$ cat config.mk
export PLATFORM = sky130hd
export DESIGN_NAME = led_light_state_blink_controller_top
export DESIGN_NICKNAME = d
export VERILOG_FILES = /design/src/rtl/lsbc_pkg.sv /design/src/rtl/lsbc_front.sv /design/src/rtl/lsbc_queue.sv /design/src/rtl/lsbc_div.sv /design/src/rtl/lsbc_back.sv /design/src/rtl/led_light_state_blink_controller_top.sv
export SDC_FILE = /design/constraint.sdc
export NUM_CORES = 1
export LEC_CHECK = 0
export BUFFER_PORTS_ARGS = -buffer_cell sky130_fd_sc_hd__buf_2
export CORE_MARGIN = 2
export CORE_UTILIZATION = 45
export CTS_BUF_LIST = sky130_fd_sc_hd__clkbuf_2
export CTS_CLUSTER_SIZE = 14
export DETAILED_ROUTE_END_ITERATION = 10
export PLACE_DENSITY = 0.61
export REMOVE_ABC_BUFFERS = 1
export SKIP_LAST_GASP = 1
export SYNTH_ARGS = -nofsm -noshare
export SYNTH_HDL_FRONTEND = slang
export SYNTH_SLANG_ARGS = --single-unit
$ cat constraint.sdc
create_clock -name clock -period 13.75 [get_ports clock]
set_input_delay 1.375 -clock clock [delete_from_list [all_inputs] [get_ports clock]]
set_output_delay 1.375 -clock clock [all_outputs]
set_load 0.02 [all_outputs]
$ cat src/rtl/lsbc_pkg.sv
// ----------------------------------------------------------------------------
// lsbc_pkg
// Shared types and constants for the LED light-state blink controller.
// ----------------------------------------------------------------------------
package lsbc_pkg;

   localparam logic [2:0] ID_LCD       = 3'd0;
   localparam logic [2:0] ID_BUTTONS   = 3'd1;
   localparam logic [2:0] ID_ATTENTION = 3'd2;
   localparam logic [2:0] ID_NOTIFY    = 3'd3;

   localparam logic [1:0] TGT_LCD     = 2'd0;
   localparam logic [1:0] TGT_BUTTONS = 2'd1;
   localparam logic [1:0] TGT_WHITE   = 2'd2;
   localparam logic [1:0] TGT_NONE    = 2'd3;

   localparam logic STATUS_OK    = 1'b0;
   localparam logic STATUS_UNSUP = 1'b1;

   localparam logic [1:0] FLASH_TIMED = 2'd1;

   localparam logic [15:0] LUMA_R = 16'd77;
   localparam logic [15:0] LUMA_G = 16'd150;
   localparam logic [15:0] LUMA_B = 16'd29;

   localparam int          FREQ_DIV = 50;
   localparam logic [11:0] FREQ_MAX = 12'd4095;
   localparam logic [7:0]  PWM_MIN  = 8'd16;

   // per-request control carried from front to back
   typedef struct packed {
      logic       status;
      logic [1:0] target;
      logic [7:0] brightness;
      logic       blink;
   } cmd_ctrl_type;

   typedef enum logic {
      ST_IDLE,
      ST_DIV
   } back_state_type;

endpackage

$ cat src/rtl/lsbc_front.sv
// ----------------------------------------------------------------------------
// lsbc_front
// Accepts requests, updates the white LED slots, picks the shown slot and
// computes luma brightness; pushes one command per request into the queue.
// ----------------------------------------------------------------------------
module lsbc_front #(
   parameter int TIME_WIDTH = 16
) (
   input  logic                      clock,
   input  logic                      reset,
   input  logic                      req_valid,
   output logic                      req_ready,
   input  logic [2:0]                req_light_id,
   input  logic [23:0]               req_color,
   input  logic [1:0]                req_flash_mode,
   input  logic [15:0]               req_on_ms,
   input  logic [15:0]               req_off_ms,
   input  logic                      q_full,
   output logic                      push,
   output lsbc_pkg::cmd_ctrl_type    push_ctrl,
   output logic [TIME_WIDTH-1:0]     push_on,
   output logic [TIME_WIDTH-1:0]     push_off
);

   localparam logic [31:0] TIME_MAX = 32'((64'd1 << TIME_WIDTH) - 64'd1);

   logic [23:0]           color_ff [2];
   logic [1:0]            mode_ff  [2];
   logic [TIME_WIDTH-1:0] on_ff    [2];
   logic [TIME_WIDTH-1:0] off_ff   [2];
   logic [23:0]           color_in [2];
   logic [1:0]            mode_in  [2];
   logic [TIME_WIDTH-1:0] on_in    [2];
   logic [TIME_WIDTH-1:0] off_in   [2];

   logic [31:0]           on_wide, off_wide;
   logic [TIME_WIDTH-1:0] on_sat, off_sat;
   logic                  is_white, slot_sel, use_sel, timed;
   logic [23:0]           luma_color;
   logic [15:0]           luma_sum;

   assign req_ready = !q_full;
   assign push      = req_valid && !q_full;

   assign on_wide  = {16'd0, req_on_ms};
   assign off_wide = {16'd0, req_off_ms};
   assign on_sat   = (on_wide  > TIME_MAX) ? TIME_MAX[TIME_WIDTH-1:0] : on_wide[TIME_WIDTH-1:0];
   assign off_sat  = (off_wide > TIME_MAX) ? TIME_MAX[TIME_WIDTH-1:0] : off_wide[TIME_WIDTH-1:0];

   assign is_white = (req_light_id == lsbc_pkg::ID_ATTENTION) ||
                     (req_light_id == lsbc_pkg::ID_NOTIFY);
   assign slot_sel = (req_light_id == lsbc_pkg::ID_NOTIFY);

   always_comb begin
      for (int i = 0; i < 2; i++) begin
         color_in[i] = color_ff[i];
         mode_in[i]  = mode_ff[i];
         on_in[i]    = on_ff[i];
         off_in[i]   = off_ff[i];
         if (push && is_white && (slot_sel == 1'(i))) begin
            color_in[i] = req_color;
            mode_in[i]  = req_flash_mode;
            on_in[i]    = on_sat;
            off_in[i]   = off_sat;
         end
      end
   end

   always_ff @(posedge clock) begin
      if (reset) begin
         for (int i = 0; i < 2; i++) begin
            color_ff[i] <= '0;
            mode_ff[i]  <= '0;
            on_ff[i]    <= '0;
            off_ff[i]   <= '0;
         end
      end else begin
         for (int i = 0; i < 2; i++) begin
            color_ff[i] <= color_in[i];
            mode_ff[i]  <= mode_in[i];
            on_ff[i]    <= on_in[i];
            off_ff[i]   <= off_in[i];
         end
      end
   end

   // slot 1 shows only when slot 0 is black and slot 1 is not
   assign use_sel = (color_in[0] == 24'd0) && (color_in[1] != 24'd0);
   assign timed   = (mode_in[use_sel] == lsbc_pkg::FLASH_TIMED);

   assign luma_color = is_white ? color_in[use_sel] : req_color;
   assign luma_sum   = lsbc_pkg::LUMA_R * {8'd0, luma_color[23:16]} +
                       lsbc_pkg::LUMA_G * {8'd0, luma_color[15:8]} +
                       lsbc_pkg::LUMA_B * {8'd0, luma_color[7:0]};

   always_comb begin
      push_ctrl.status     = lsbc_pkg::STATUS_OK;
      push_ctrl.target     = lsbc_pkg::TGT_NONE;
      push_ctrl.brightness = luma_sum[15:8];
      push_ctrl.blink      = 1'b0;
      push_on              = on_in[use_sel];
      push_off             = off_in[use_sel];
      unique case (req_light_id) inside
         lsbc_pkg::ID_LCD: begin
            push_ctrl.target = lsbc_pkg::TGT_LCD;
         end
         lsbc_pkg::ID_BUTTONS: begin
            push_ctrl.target = lsbc_pkg::TGT_BUTTONS;
         end
         lsbc_pkg::ID_ATTENTION, lsbc_pkg::ID_NOTIFY: begin
            push_ctrl.target = lsbc_pkg::TGT_WHITE;
            push_ctrl.blink  = timed && (on_in[use_sel] != '0) && (off_in[use_sel] != '0);
         end
         default: begin
            push_ctrl.status     = lsbc_pkg::STATUS_UNSUP;
            push_ctrl.brightness = 8'd0;
         end
      endcase
   end

endmodule

$ cat src/rtl/lsbc_queue.sv
// ----------------------------------------------------------------------------
// lsbc_queue
// Two-entry command queue between the front and back ends.
// ----------------------------------------------------------------------------
module lsbc_queue #(
   parameter int WIDTH = 8
) (
   input  logic             clock,
   input  logic             reset,
   input  logic             push,
   input  logic [WIDTH-1:0] push_data,
   output logic             full,
   input  logic             pop,
   output logic             q_valid,
   output logic [WIDTH-1:0] q_data
);

   logic [WIDTH-1:0] entry_ff [2];
   logic             wr_ptr_ff, rd_ptr_ff;
   logic             wr_ptr_in, rd_ptr_in;
   logic [1:0]       count_ff, count_in;

   assign full    = (count_ff == 2'd2);
   assign q_valid = (count_ff != 2'd0);
   assign q_data  = entry_ff[rd_ptr_ff];

   always_comb begin
      wr_ptr_in = wr_ptr_ff ^ push;
      rd_ptr_in = rd_ptr_ff ^ pop;
      count_in  = count_ff + {1'b0, push} - {1'b0, pop};
   end

   always_ff @(posedge clock) begin
      if (reset) begin
         wr_ptr_ff <= 1'b0;
         rd_ptr_ff <= 1'b0;
         count_ff  <= 2'd0;
      end else begin
         wr_ptr_ff <= wr_ptr_in;
         rd_ptr_ff <= rd_ptr_in;
         count_ff  <= count_in;
      end
   end

   always_ff @(posedge clock) begin
      if (push) begin
         entry_ff[wr_ptr_ff] <= push_data;
      end
   end

endmodule

$ cat src/rtl/lsbc_div.sv
// ----------------------------------------------------------------------------
// lsbc_div
// Iterative restoring divider, one quotient bit per cycle.
// ----------------------------------------------------------------------------
module lsbc_div #(
   parameter int DW = 24,
   parameter int VW = 17
) (
   input  logic          clock,
   input  logic          reset,
   input  logic          start,
   input  logic [DW-1:0] dividend,
   input  logic [VW-1:0] divisor,
   output logic          busy,
   output logic [DW-1:0] quotient
);

   localparam int CW = $clog2(DW + 1);

   logic          busy_ff, busy_in;
   logic [CW-1:0] cnt_ff, cnt_in;
   logic [VW-1:0] rem_ff, rem_in;
   logic [DW-1:0] quo_ff, quo_in;
   logic [VW-1:0] dvs_ff, dvs_in;
   logic [VW:0]   shifted, diff;

   assign shifted  = {rem_ff, quo_ff[DW-1]};
   assign diff     = shifted - {1'b0, dvs_ff};
   assign busy     = busy_ff;
   assign quotient = quo_ff;

   always_comb begin
      busy_in = busy_ff;
      cnt_in  = cnt_ff;
      rem_in  = rem_ff;
      quo_in  = quo_ff;
      dvs_in  = dvs_ff;
      if (start) begin
         busy_in = 1'b1;
         cnt_in  = CW'(DW);
         rem_in  = '0;
         quo_in  = dividend;
         dvs_in  = divisor;
      end else if (busy_ff) begin
         cnt_in  = cnt_ff - CW'(1);
         busy_in = (cnt_ff != CW'(1));
         if (!diff[VW]) begin
            rem_in = diff[VW-1:0];
            quo_in = {quo_ff[DW-2:0], 1'b1};
         end else begin
            rem_in = shifted[VW-1:0];
            quo_in = {quo_ff[DW-2:0], 1'b0};
         end
      end
   end

   always_ff @(posedge clock) begin
      if (reset) begin
         busy_ff <= 1'b0;
         cnt_ff  <= '0;
      end else begin
         busy_ff <= busy_in;
         cnt_ff  <= cnt_in;
      end
   end

   always_ff @(posedge clock) begin
      rem_ff <= rem_in;
      quo_ff <= quo_in;
      dvs_ff <= dvs_in;
   end

endmodule

$ cat src/rtl/lsbc_back.sv
// ----------------------------------------------------------------------------
// lsbc_back
// Takes commands from the queue, runs the pwm divider, scales the group
// frequency and holds the response register.
// ----------------------------------------------------------------------------
module lsbc_back #(
   parameter int TIME_WIDTH = 16
) (
   input  logic                   clock,
   input  logic                   reset,
   input  logic                   q_valid,
   input  lsbc_pkg::cmd_ctrl_type q_ctrl,
   input  logic [TIME_WIDTH-1:0]  q_on,
   input  logic [TIME_WIDTH-1:0]  q_off,
   output logic                   pop,
   output logic                   rsp_valid,
   input  logic                   rsp_ready,
   output logic                   rsp_status,
   output logic [1:0]             rsp_target,
   output logic [7:0]             rsp_brightness,
   output logic                   rsp_blink,
   output logic [11:0]            rsp_group_freq,
   output logic [7:0]             rsp_group_pwm
);

   localparam int VW = TIME_WIDTH + 1;
   localparam int DW = TIME_WIDTH + 8;
   localparam int FS = VW + 6;
   // ceil(2^FS / 50): exact total / 50 for every total below 2^VW
   localparam logic [63:0] FREQ_RECIP =
      ((64'd1 << FS) + 64'(lsbc_pkg::FREQ_DIV) - 64'd1) / 64'(lsbc_pkg::FREQ_DIV);

   lsbc_pkg::back_state_type state_ff, state_in;
   lsbc_pkg::cmd_ctrl_type   cur_ff, cur_in, out_ff, out_in;
   logic                     rsp_valid_ff, rsp_valid_in;
   logic [11:0]              freq_ff, freq_in;
   logic [7:0]               pwm_ff, pwm_in;
   logic [VW-1:0]            tot_ff, tot_in;

   logic          out_free, div_start, pwm_busy;
   logic [VW-1:0] total;
   logic [2*VW:0] freq_prod;
   logic [DW-1:0] pwm_dividend, freq_quo, pwm_quo;
   logic [11:0]   freq_sat;
   logic [7:0]    pwm_raw, pwm_adj;

   assign out_free = !rsp_valid_ff || rsp_ready;

   // on*255 as (on<<8) - on
   assign total        = {1'b0, q_on} + {1'b0, q_off};
   assign pwm_dividend = {q_on, 8'd0} - {8'd0, q_on};

   // total / 50 by reciprocal multiplication on the registered total
   assign freq_prod = {{(VW+1){1'b0}}, tot_ff} * {{VW{1'b0}}, FREQ_RECIP[VW:0]};
   assign freq_quo  = {{(DW-VW+5){1'b0}}, freq_prod[2*VW:FS]};

   lsbc_div #(.DW(DW), .VW(VW)) u_pwm_div (
      .clock    (clock),
      .reset    (reset),
      .start    (div_start),
      .dividend (pwm_dividend),
      .divisor  (total),
      .busy     (pwm_busy),
      .quotient (pwm_quo)
   );

   assign freq_sat = (freq_quo[DW-1:12] != '0) ? lsbc_pkg::FREQ_MAX : freq_quo[11:0];
   assign pwm_raw  = pwm_quo[7:0];
   assign pwm_adj  = ((pwm_raw != 8'd0) && (pwm_raw < lsbc_pkg::PWM_MIN)) ?
                     lsbc_pkg::PWM_MIN : pwm_raw;

   always_comb begin
      state_in     = state_ff;
      cur_in       = cur_ff;
      out_in       = out_ff;
      freq_in      = freq_ff;
      pwm_in       = pwm_ff;
      tot_in       = tot_ff;
      rsp_valid_in = rsp_valid_ff && !rsp_ready;
      pop          = 1'b0;
      div_start    = 1'b0;
      unique case (state_ff)
         lsbc_pkg::ST_IDLE: begin
            if (q_valid && q_ctrl.blink) begin
               pop       = 1'b1;
               div_start = 1'b1;
               cur_in    = q_ctrl;
               tot_in    = total;
               state_in  = lsbc_pkg::ST_DIV;
            end else if (q_valid && out_free) begin
               pop          = 1'b1;
               out_in       = q_ctrl;
               freq_in      = 12'd0;
               pwm_in       = 8'd0;
               rsp_valid_in = 1'b1;
            end
         end
         lsbc_pkg::ST_DIV: begin
            if (!pwm_busy && out_free) begin
               out_in       = cur_ff;
               freq_in      = freq_sat;
               pwm_in       = pwm_adj;
               rsp_valid_in = 1'b1;
               state_in     = lsbc_pkg::ST_IDLE;
            end
         end
         default: begin
            state_in = lsbc_pkg::ST_IDLE;
         end
      endcase
   end

   always_ff @(posedge clock) begin
      if (reset) begin
         state_ff     <= lsbc_pkg::ST_IDLE;
         rsp_valid_ff <= 1'b0;
      end else begin
         state_ff     <= state_in;
         rsp_valid_ff <= rsp_valid_in;
      end
   end

   always_ff @(posedge clock) begin
      cur_ff  <= cur_in;
      out_ff  <= out_in;
      freq_ff <= freq_in;
      pwm_ff  <= pwm_in;
      tot_ff  <= tot_in;
   end

   assign rsp_valid      = rsp_valid_ff;
   assign rsp_status     = out_ff.status;
   assign rsp_target     = out_ff.target;
   assign rsp_brightness = out_ff.brightness;
   assign rsp_blink      = out_ff.blink;
   assign rsp_group_freq = freq_ff;
   assign rsp_group_pwm  = pwm_ff;

   a_noblink_zero: assert property (@(posedge clock) disable iff (reset)
      (rsp_valid_ff && !out_ff.blink) |-> (freq_ff == 12'd0 && pwm_ff == 8'd0))
      else $error("group fields nonzero without blink");

   a_blink_white: assert property (@(posedge clock) disable iff (reset)
      (rsp_valid_ff && out_ff.blink) |->
      (out_ff.target == lsbc_pkg::TGT_WHITE && out_ff.status == lsbc_pkg::STATUS_OK))
      else $error("blink on a target other than the white led");

   a_pwm_floor: assert property (@(posedge clock) disable iff (reset)
      (rsp_valid_ff && out_ff.blink) |-> (pwm_ff == 8'd0 || pwm_ff >= lsbc_pkg::PWM_MIN))
      else $error("pwm below floor");

   a_div_blink: assert property (@(posedge clock) disable iff (reset)
      (state_ff == lsbc_pkg::ST_DIV) |-> cur_ff.blink)
      else $error("divider running for a non-blink request");

   a_div_start: assert property (@(posedge clock) disable iff (reset)
      div_start |=> (pwm_busy && state_ff == lsbc_pkg::ST_DIV))
      else $error("divider not running after start");

endmodule

$ cat src/rtl/led_light_state_blink_controller_top.sv
// ----------------------------------------------------------------------------
// led_light_state_blink_controller_top
// Light-state controller: luma brightness and white LED blink settings.
// ----------------------------------------------------------------------------
// Response path: queue entry, then response register; a blink request also
//   waits in ST_DIV for the bit-serial pwm divider.
// Throughput: one request per cycle into a 2-entry queue unless it is full;
//   the back end pops no request while the divider runs, and otherwise one
//   per cycle while the response register is free to take it.
// Reset: both white LED slots black, no flash, zero times; queue empty.
module led_light_state_blink_controller_top #(
   parameter int TIME_WIDTH = 16
) (
   input  logic        clock,
   input  logic        reset,
   input  logic        req_valid,
   output logic        req_ready,
   input  logic [2:0]  req_light_id,
   input  logic [23:0] req_color,
   input  logic [1:0]  req_flash_mode,
   input  logic [15:0] req_on_ms,
   input  logic [15:0] req_off_ms,
   output logic        rsp_valid,
   input  logic        rsp_ready,
   output logic        rsp_status,
   output logic [1:0]  rsp_target,
   output logic [7:0]  rsp_brightness,
   output logic        rsp_blink,
   output logic [11:0] rsp_group_freq,
   output logic [7:0]  rsp_group_pwm
);

   localparam int CTRL_W = $bits(lsbc_pkg::cmd_ctrl_type);
   localparam int ENT_W  = CTRL_W + 2 * TIME_WIDTH;

   logic                   q_full, push, pop, q_valid;
   lsbc_pkg::cmd_ctrl_type push_ctrl, q_ctrl;
   logic [TIME_WIDTH-1:0]  push_on, push_off, q_on, q_off;
   logic [ENT_W-1:0]       q_data;

   lsbc_front #(.TIME_WIDTH(TIME_WIDTH)) u_front (
      .clock          (clock),
      .reset          (reset),
      .req_valid      (req_valid),
      .req_ready      (req_ready),
      .req_light_id   (req_light_id),
      .req_color      (req_color),
      .req_flash_mode (req_flash_mode),
      .req_on_ms      (req_on_ms),
      .req_off_ms     (req_off_ms),
      .q_full         (q_full),
      .push           (push),
      .push_ctrl      (push_ctrl),
      .push_on        (push_on),
      .push_off       (push_off)
   );

   lsbc_queue #(.WIDTH(ENT_W)) u_queue (
      .clock     (clock),
      .reset     (reset),
      .push      (push),
      .push_data ({push_ctrl, push_on, push_off}),
      .full      (q_full),
      .pop       (pop),
      .q_valid   (q_valid),
      .q_data    (q_data)
   );

   assign q_ctrl = q_data[ENT_W-1 -: CTRL_W];
   assign q_on   = q_data[2*TIME_WIDTH-1 -: TIME_WIDTH];
   assign q_off  = q_data[TIME_WIDTH-1:0];

   lsbc_back #(.TIME_WIDTH(TIME_WIDTH)) u_back (
      .clock          (clock),
      .reset          (reset),
      .q_valid        (q_valid),
      .q_ctrl         (q_ctrl),
      .q_on           (q_on),
      .q_off          (q_off),
      .pop            (pop),
      .rsp_valid      (rsp_valid),
      .rsp_ready      (rsp_ready),
      .rsp_status     (rsp_status),
      .rsp_target     (rsp_target),
      .rsp_brightness (rsp_brightness),
      .rsp_blink      (rsp_blink),
      .rsp_group_freq (rsp_group_freq),
      .rsp_group_pwm  (rsp_group_pwm)
   );

endmodule
==> results of run 1 <==
[layer usage]
| layer | wire length [um] | vias to the layer above |
|---|---|---|
| met2 | 26000 | 421 |
| met5 | 0 | - |
| met3 | 2680 | 61 |
| met4 | 929 | 0 |
| li1 | - | 8165 |
| met1 | 23600 | 7978 |
[per-stage QoR]
stage / hold slack [ps] / worst slack (ps) / area (sq um)
floorplan: 425 / 2140 / 22900
global placement: 437 / 3140 / 24400
detailed placement: 442 / 2890 / 24400
CTS: 443 / 4070 / 25200
global route: 470 / 3400 / 25200
finish: 456 / 3930 / 25200
[worst paths after layout]
check                                  to  slack [ps]  depth (start not counted)
hold reg to reg     u_front.mode_ff[0][0]         460                          2
setup reg to reg  u_queue.entry_ff[1][40]        4200                         37
hold / removal      u_front.mode_ff[0][0]         460                          2
setup / recovery  u_queue.entry_ff[1][40]        3930                         38
[registers in the layout (all words and copies together) (netlist names), 2 cells and up]
name                       count
u_queue.entry_ff              88
u_front.color_ff              48
u_front.off_ff                32
u_front.on_ff                 32
u_back.u_pwm_div.quotient     24
u_back.u_pwm_div.dvs_ff       17
u_back.u_pwm_div.rem_ff       17
u_back.cur_ff                 12
u_back.rsp_group_freq         12
u_back.rsp_brightness          8
u_back.rsp_group_pwm           8
u_back.u_pwm_div.cnt_ff        5
u_front.mode_ff                4
u_back.rsp_target              2
u_queue.count_ff               2
[worst register-to-register path: cells and delay by family (launching register included)]
family	cells	cell delay (ps)
AO/OA/AOI/OAI	10	1970
XOR/XNOR	2	310
adder cells (fa/ha/maj)	9	3570
buffers and inverters	9	1580
flip-flops	1	330
multiplexers	1	470
AND/OR/NAND/NOR	6	1160
[cell type report]
type,instances,area (sq um)
repair buffers,112,598
flip-flops and latches,318,8100
clock buffers,117,586
diodes,1,2.50
multi-input cells,1568,13500
clock inverters,32,223
well taps,680,851
fillers,4792,26000
inverters,348,1310
[layout by cell type, fill, tap and decap left out, drive strengths merged, types with 8 or more instances in the layout]
master  count
o21bai     10
and3        8
a22o       13
xor2       16
nor2       74
o21ai      74
clkinv     28
nand3      20
a21oi     181
a211oi      8
buf       112
a21o       20
o21a       13
xnor2      61
fa        166
or3        11
inv       349
a222oi     22
nor3       32
dfxtp     145
mux2i      44
ha        272
and2       16
clkbuf    117
nor2b      19
mux2       45
edfxtp    173
nand2     308
a21boi     14
nor4       17
nand4      16
[cell families (layout without fill, tap and decap cells)]
family / count (synthesis) / count (layout) / synth area share (%)
AOI/OAI and AO/OA: 410 / 410 / 11.3
xor gates and xnor gates: 77 / 77 / 2.90
adders and majority gates: 438 / 438 / 29.0
buffers and inverters: 428 / 609 / 7.06
DFF: 318 / 318 / 34.9
muxes: 89 / 89 / 4.08
other: 0 / 1 / 0
and+or+nand+nor: 554 / 554 / 10.9
==> impl_metrics.py, run 1 <==
metrics = {
    "logic_synthesis": {
        "synthTopCellsByArea": "edfxtp_1, ha_1, fa_1",
        "synth_ff_type": "edfxtp_1",
        "synth_edf_count": 173,
        "synthCells": 2314,
        "yosysSeqAreaShare_pct": 34.9,
        "synth_area_leader_cell": "edfxtp_1",
        "synth_top_area_share_pct": 22.4,
        "netlist_area_sq_um": 23200,
        "synth_cell_types": 81,
        "synth_commonest_cells": "inv_1, nand2_1, ha_1",
        "synth_most_common_cell": "inv_1",
        "syn_avg_cell_area_sq_um": 10.0,
        "async_reset_ff_share_pct": 0,
        "synth-seq-cells": 318,
        "ys_warn_count": 0,
    },
    "sta": {
        "fin_setup_tns_ps": 0,
        "period_share_pct": 71.4,
        "max_freq_mhz": 102,
        "tightestPinTransition_ps": 1130,
        "skew_ps": 123,
        "setup-violations-final": 0,
        "rsz0062_at_grt": "false",
        "min_period_ps": 9820,
        "slew_violations": 0,
        "finalHoldViolCount": 0,
        "max-slew-margin-rel_pct": 24.0,
    },
    "placement": {
        "portBuffers": 98,
        "place_inst": 3026,
        "dp_hpwl_um": 40100,
        "gp_congestion": 0.910,
    },
    "global_route": {
        "grt_max_degree": 71,
        "track_usage_pct": 20.3,
        "met2_usage_pct": 34.9,
        "grt_pass1_wl_um": 86800,
        "top_usage_layer": "met2",
        "grt_pass1_vias": 17100,
        "met1_usage_pct": 26.3,
        "grtUsageMet3_pct": 3.46,
        "grt_antenna_before_repair": 1,
        "grt-ovfl-total": 0,
    },
    "drt": {
        "num_vias": 16600,
        "first_iter_violations": 1157,
        "vias_per_cell": 5.23,
        "drt-wirelength-per-cell_um": 16.7,
        "drt-pass1-iter-count": 9,
        "drc": 0,
        "antenna_left": 0,
        "wl_um": 53200,
    },
    "clock_network": {
        "clock_sinks": 318,
        "cts_tree": "yes",
        "clk_pin_slew_worst_paths_ps": 100,
        "cts-htree-levels": 3,
        "clockRootBuffer": "clkbuf_2",
        "clockBufferDepth": 3,
        "cts_resized": 0,
        "clk_latency_ps": 1060,
        "postCtsSetupBuffers": 0,
        "ctsHoldBuffers": 0,
        "cts-buffers-inserted": 82,
    },
    "critical_path": {
        "crit_path_frequent_cell": "inv_1",
        "cp_top_family": "adder cells",
        "crit_path_max_fanout": 64,
        "cp-startpoint": "req_light_id[2]",
        "critical_path_class": "input port to register",
        "cp.arrival_ps": 10630,
        "worst-path-buf-inv": 10,
        "r2r_start": "u_queue.count_ff[0]",
        "max_stage_delay_ps": 600,
        "slowest_stage": "buf_4",
        "crit_required_ps": 14560,
        "end_kind": "register",
        "worstSetupStartpointType": "input port",
    },
    "floorplanning": {
        "die_area_sq_um": 53500,
        "core-area_sq_um": 51200,
        "row_count": 83,
        "top_level_ports": 99,
        "die-width_um": 231,
        "die_h_um": 231,
        "initial_core_util_pct": 45.4,
    },
    "layout": {
        "nets": 2933,
        "area_growth_pct": 8.41,
        "layout-drive-gt1-share_pct": 12.6,
        "final_cell_count_no_fill": 3176,
        "finish.utilization_pct": 49.2,
    },
    "run_status": {
        "status": "complete, no violations",
    },
    "job": {
        "maxCapViolCount": 0,
    },
    "min_path": {
        "hold_path.class": "register to register",
        "hp-start": "u_front.mode_ff[0][0]",
    },
}
Power of run 1 is not shown: default switching activity piles up to over one toggle a cycle in this logic, so the estimate is an artifact.
==> inputs of run 2 (changes only) <==
- clock period: 13.75 -> 9.7 ns (I/O delays scaled with it)
==> run 2 against run 1 <==
Global-route usage grew 0.27 points; sequential cell count is the same; design area grew 0.13%; largest cell class unchanged.
==> impl_metrics.py, run 2 (synthesis gave the netlist of run 1 again) <==
metrics = {
    "floorplanning": {
        "row_count": 83,
        "die_h_um": 231,
        "initial_core_util_pct": 45.4,
        "core-area_sq_um": 51200,
        "die_area_sq_um": 53500,
        "die-width_um": 231,
        "top_level_ports": 99,
    },
    "layout": {
        "largest_reg_flops": 88,
        "seq_area_sq_um": 8100,
        "final_common_cell": "inv_1",
        "area_growth_pct": 8.55,
        "nets": 2943,
        "finish.utilization_pct": 49.3,
        "fillers": 4809,
        "final_cell_mix": "inv_1, nand2_1, ha_1, a21oi_1, edfxtp_1",
        "regMostFlops": "u_queue.entry_ff",
        "biggestRegsByFlops": "u_queue.entry_ff x88, u_front.color_ff x48",
        "layout-drive-gt1-share_pct": 13.5,
        "multiInputGateArea_sq_um": 13500,
    },
    "clock_network": {
        "ctsHoldBuffers": 0,
        "clk_latency_ps": 1070,
        "clock_sinks": 318,
        "cts-htree-levels": 3,
        "cts_tree": "yes",
        "clockRootBuffer": "clkbuf_2",
        "clockBufferDepth": 3,
        "cts-buffers-inserted": 84,
        "cts_resized": 0,
        "clk_pin_slew_worst_paths_ps": 100,
        "postCtsSetupBuffers": 0,
    },
    "global_route": {
        "grt_antenna_before_repair": 5,
        "grt_pass1_vias": 17200,
        "track_usage_pct": 20.6,
        "grt-ovfl-total": 0,
        "grt_max_degree": 104,
        "grt_pass1_wl_um": 87900,
    },
    "sta": {
        "slew_violations": 0,
        "setup-violations-final": 0,
        "max_freq_mhz": 115,
        "min_period_ps": 8690,
        "period_share_pct": 89.6,
        "max-slew-margin-rel_pct": 24.6,
        "finalHoldViolCount": 0,
        "rsz0062_at_grt": "false",
        "tightestPinTransition_ps": 1130,
        "skew_ps": 97.8,
    },
    "run_status": {
        "status": "complete, no violations",
    },
    "placement": {
        "gp_congestion": 0.892,
        "dp_hpwl_um": 41200,
        "portBuffers": 98,
    },
    "critical_path": {
        "max_stage_delay_ps": 550,
        "r2r_setup_slack_ps": 1010,
        "ff2ff_path_depth": 34,
        "crit_required_ps": 10570,
        "slowest_stage": "fa_1",
        "worstSetupStartpointType": "register",
        "critical_path_class": "register to register",
        "cp_top_family": "adder cells",
        "r2r_start": "u_front.color_ff[0][7]",
        "reg2reg_to": "u_queue.entry_ff[1][40]",
        "worst-path-buf-inv": 7,
        "end_kind": "register",
        "cp.arrival_ps": 9570,
        "crit_path_max_fanout": 13,
        "crit_path_frequent_cell": "inv_1",
    },
    "min_path": {
        "min_to": "u_front.mode_ff[0][2]",
        "hold_depth": 3,
        "hold_path.class": "input port to register",
        "hp-start": "req_flash_mode[0]",
    },
    "drt": {
        "antenna_left": 0,
        "first_iter_violations": 1092,
        "drt-pass1-iter-count": 6,
        "wl_um": 54200,
        "drc": 0,
        "num_vias": 16600,
        "drt-wirelength-per-cell_um": 17.0,
        "vias_per_cell": 5.22,
    },
    "job": {
        "maxCapViolCount": 0,
    },
}
run 2: cell types whose count changed in the layout (fill, tap and decap cells not counted):
cell        change
clkinvlp_4      +2
clkinv_8        +1
bufinv_16       -3
buf_4           +8
diode_2         +2
clkinv_4        -2
inv_6           +1
clkbuf_2       +17
clkinv_2        -1
clkinv_1       -12
run 2: through the flow:
| stage | TNS [ps] | cells | hold WS (ps) | area, sq um | worst slack (ps) |
|---|---|---|---|---|---|
| floorplan | -15490 | 2234 | 425 | 22900 | -1510 |
| global placement | 0 | 3034 | 437 | 24400 | 345 |
| detailed placement | 0 | 3034 | 443 | 24400 | 135 |
| CTS | 0 | 3186 | 27.0 | 25200 | 994 |
| global route | 0 | 3187 | 101 | 25200 | 503 |
| finish | 0 | 3189 | 163 | 25200 | 1010 |
run 2: worst max-delay path by stage:
| stage | start | endpoint | slack, ps | depth (start not counted) |
|---|---|---|---|---|
| floorplan | req_light_id[1] | u_queue.entry_ff[0][40] | -1510 | 32 |
| global placement | req_color[17] | u_queue.entry_ff[1][40] | 350 | 37 |
| detailed placement | req_color[8] | u_queue.entry_ff[1][40] | 140 | 35 |
| CTS | u_front.color_ff[0][3] | u_queue.entry_ff[1][40] | 990 | 34 |
| global route | u_front.color_ff[0][7] | u_queue.entry_ff[1][40] | 500 | 36 |
| finish | u_front.color_ff[0][7] | u_queue.entry_ff[1][40] | 1010 | 34 |
run 2: layout make-up:
cell class              instances  share of cell area (%)
multi-input cells            1568                    53.6
diodes                          3                  0.0298
well taps                     680                    3.37
clock inverters                18                   0.417
clock buffers                 134                    2.66
flip-flops and latches        318                    32.1
repair buffers                120                    2.61
inverters                     348                    5.18
run 2: tightest hold or removal path: cells and delay by family:
family | cells | cell delay, ps
buffers and inverters | 1 | 110
AO/OA/AOI/OAI | 1 | 50
AND/OR/NAND/NOR | 1 | 50
run 2: metal layers:
| layer | part of all wire, % | GRT usage, % | routed length, um |
|---|---|---|---|
| met5 | 0.035 | 0 | 19 |
| met4 | 2.5 | 7.52 | 1380 |
| met3 | 4.6 | 3.36 | 2510 |
| met2 | 49 | 35.2 | 26400 |
| met1 | 44 | 26.3 | 23900 |
Power of run 2 is left out for the same reason.
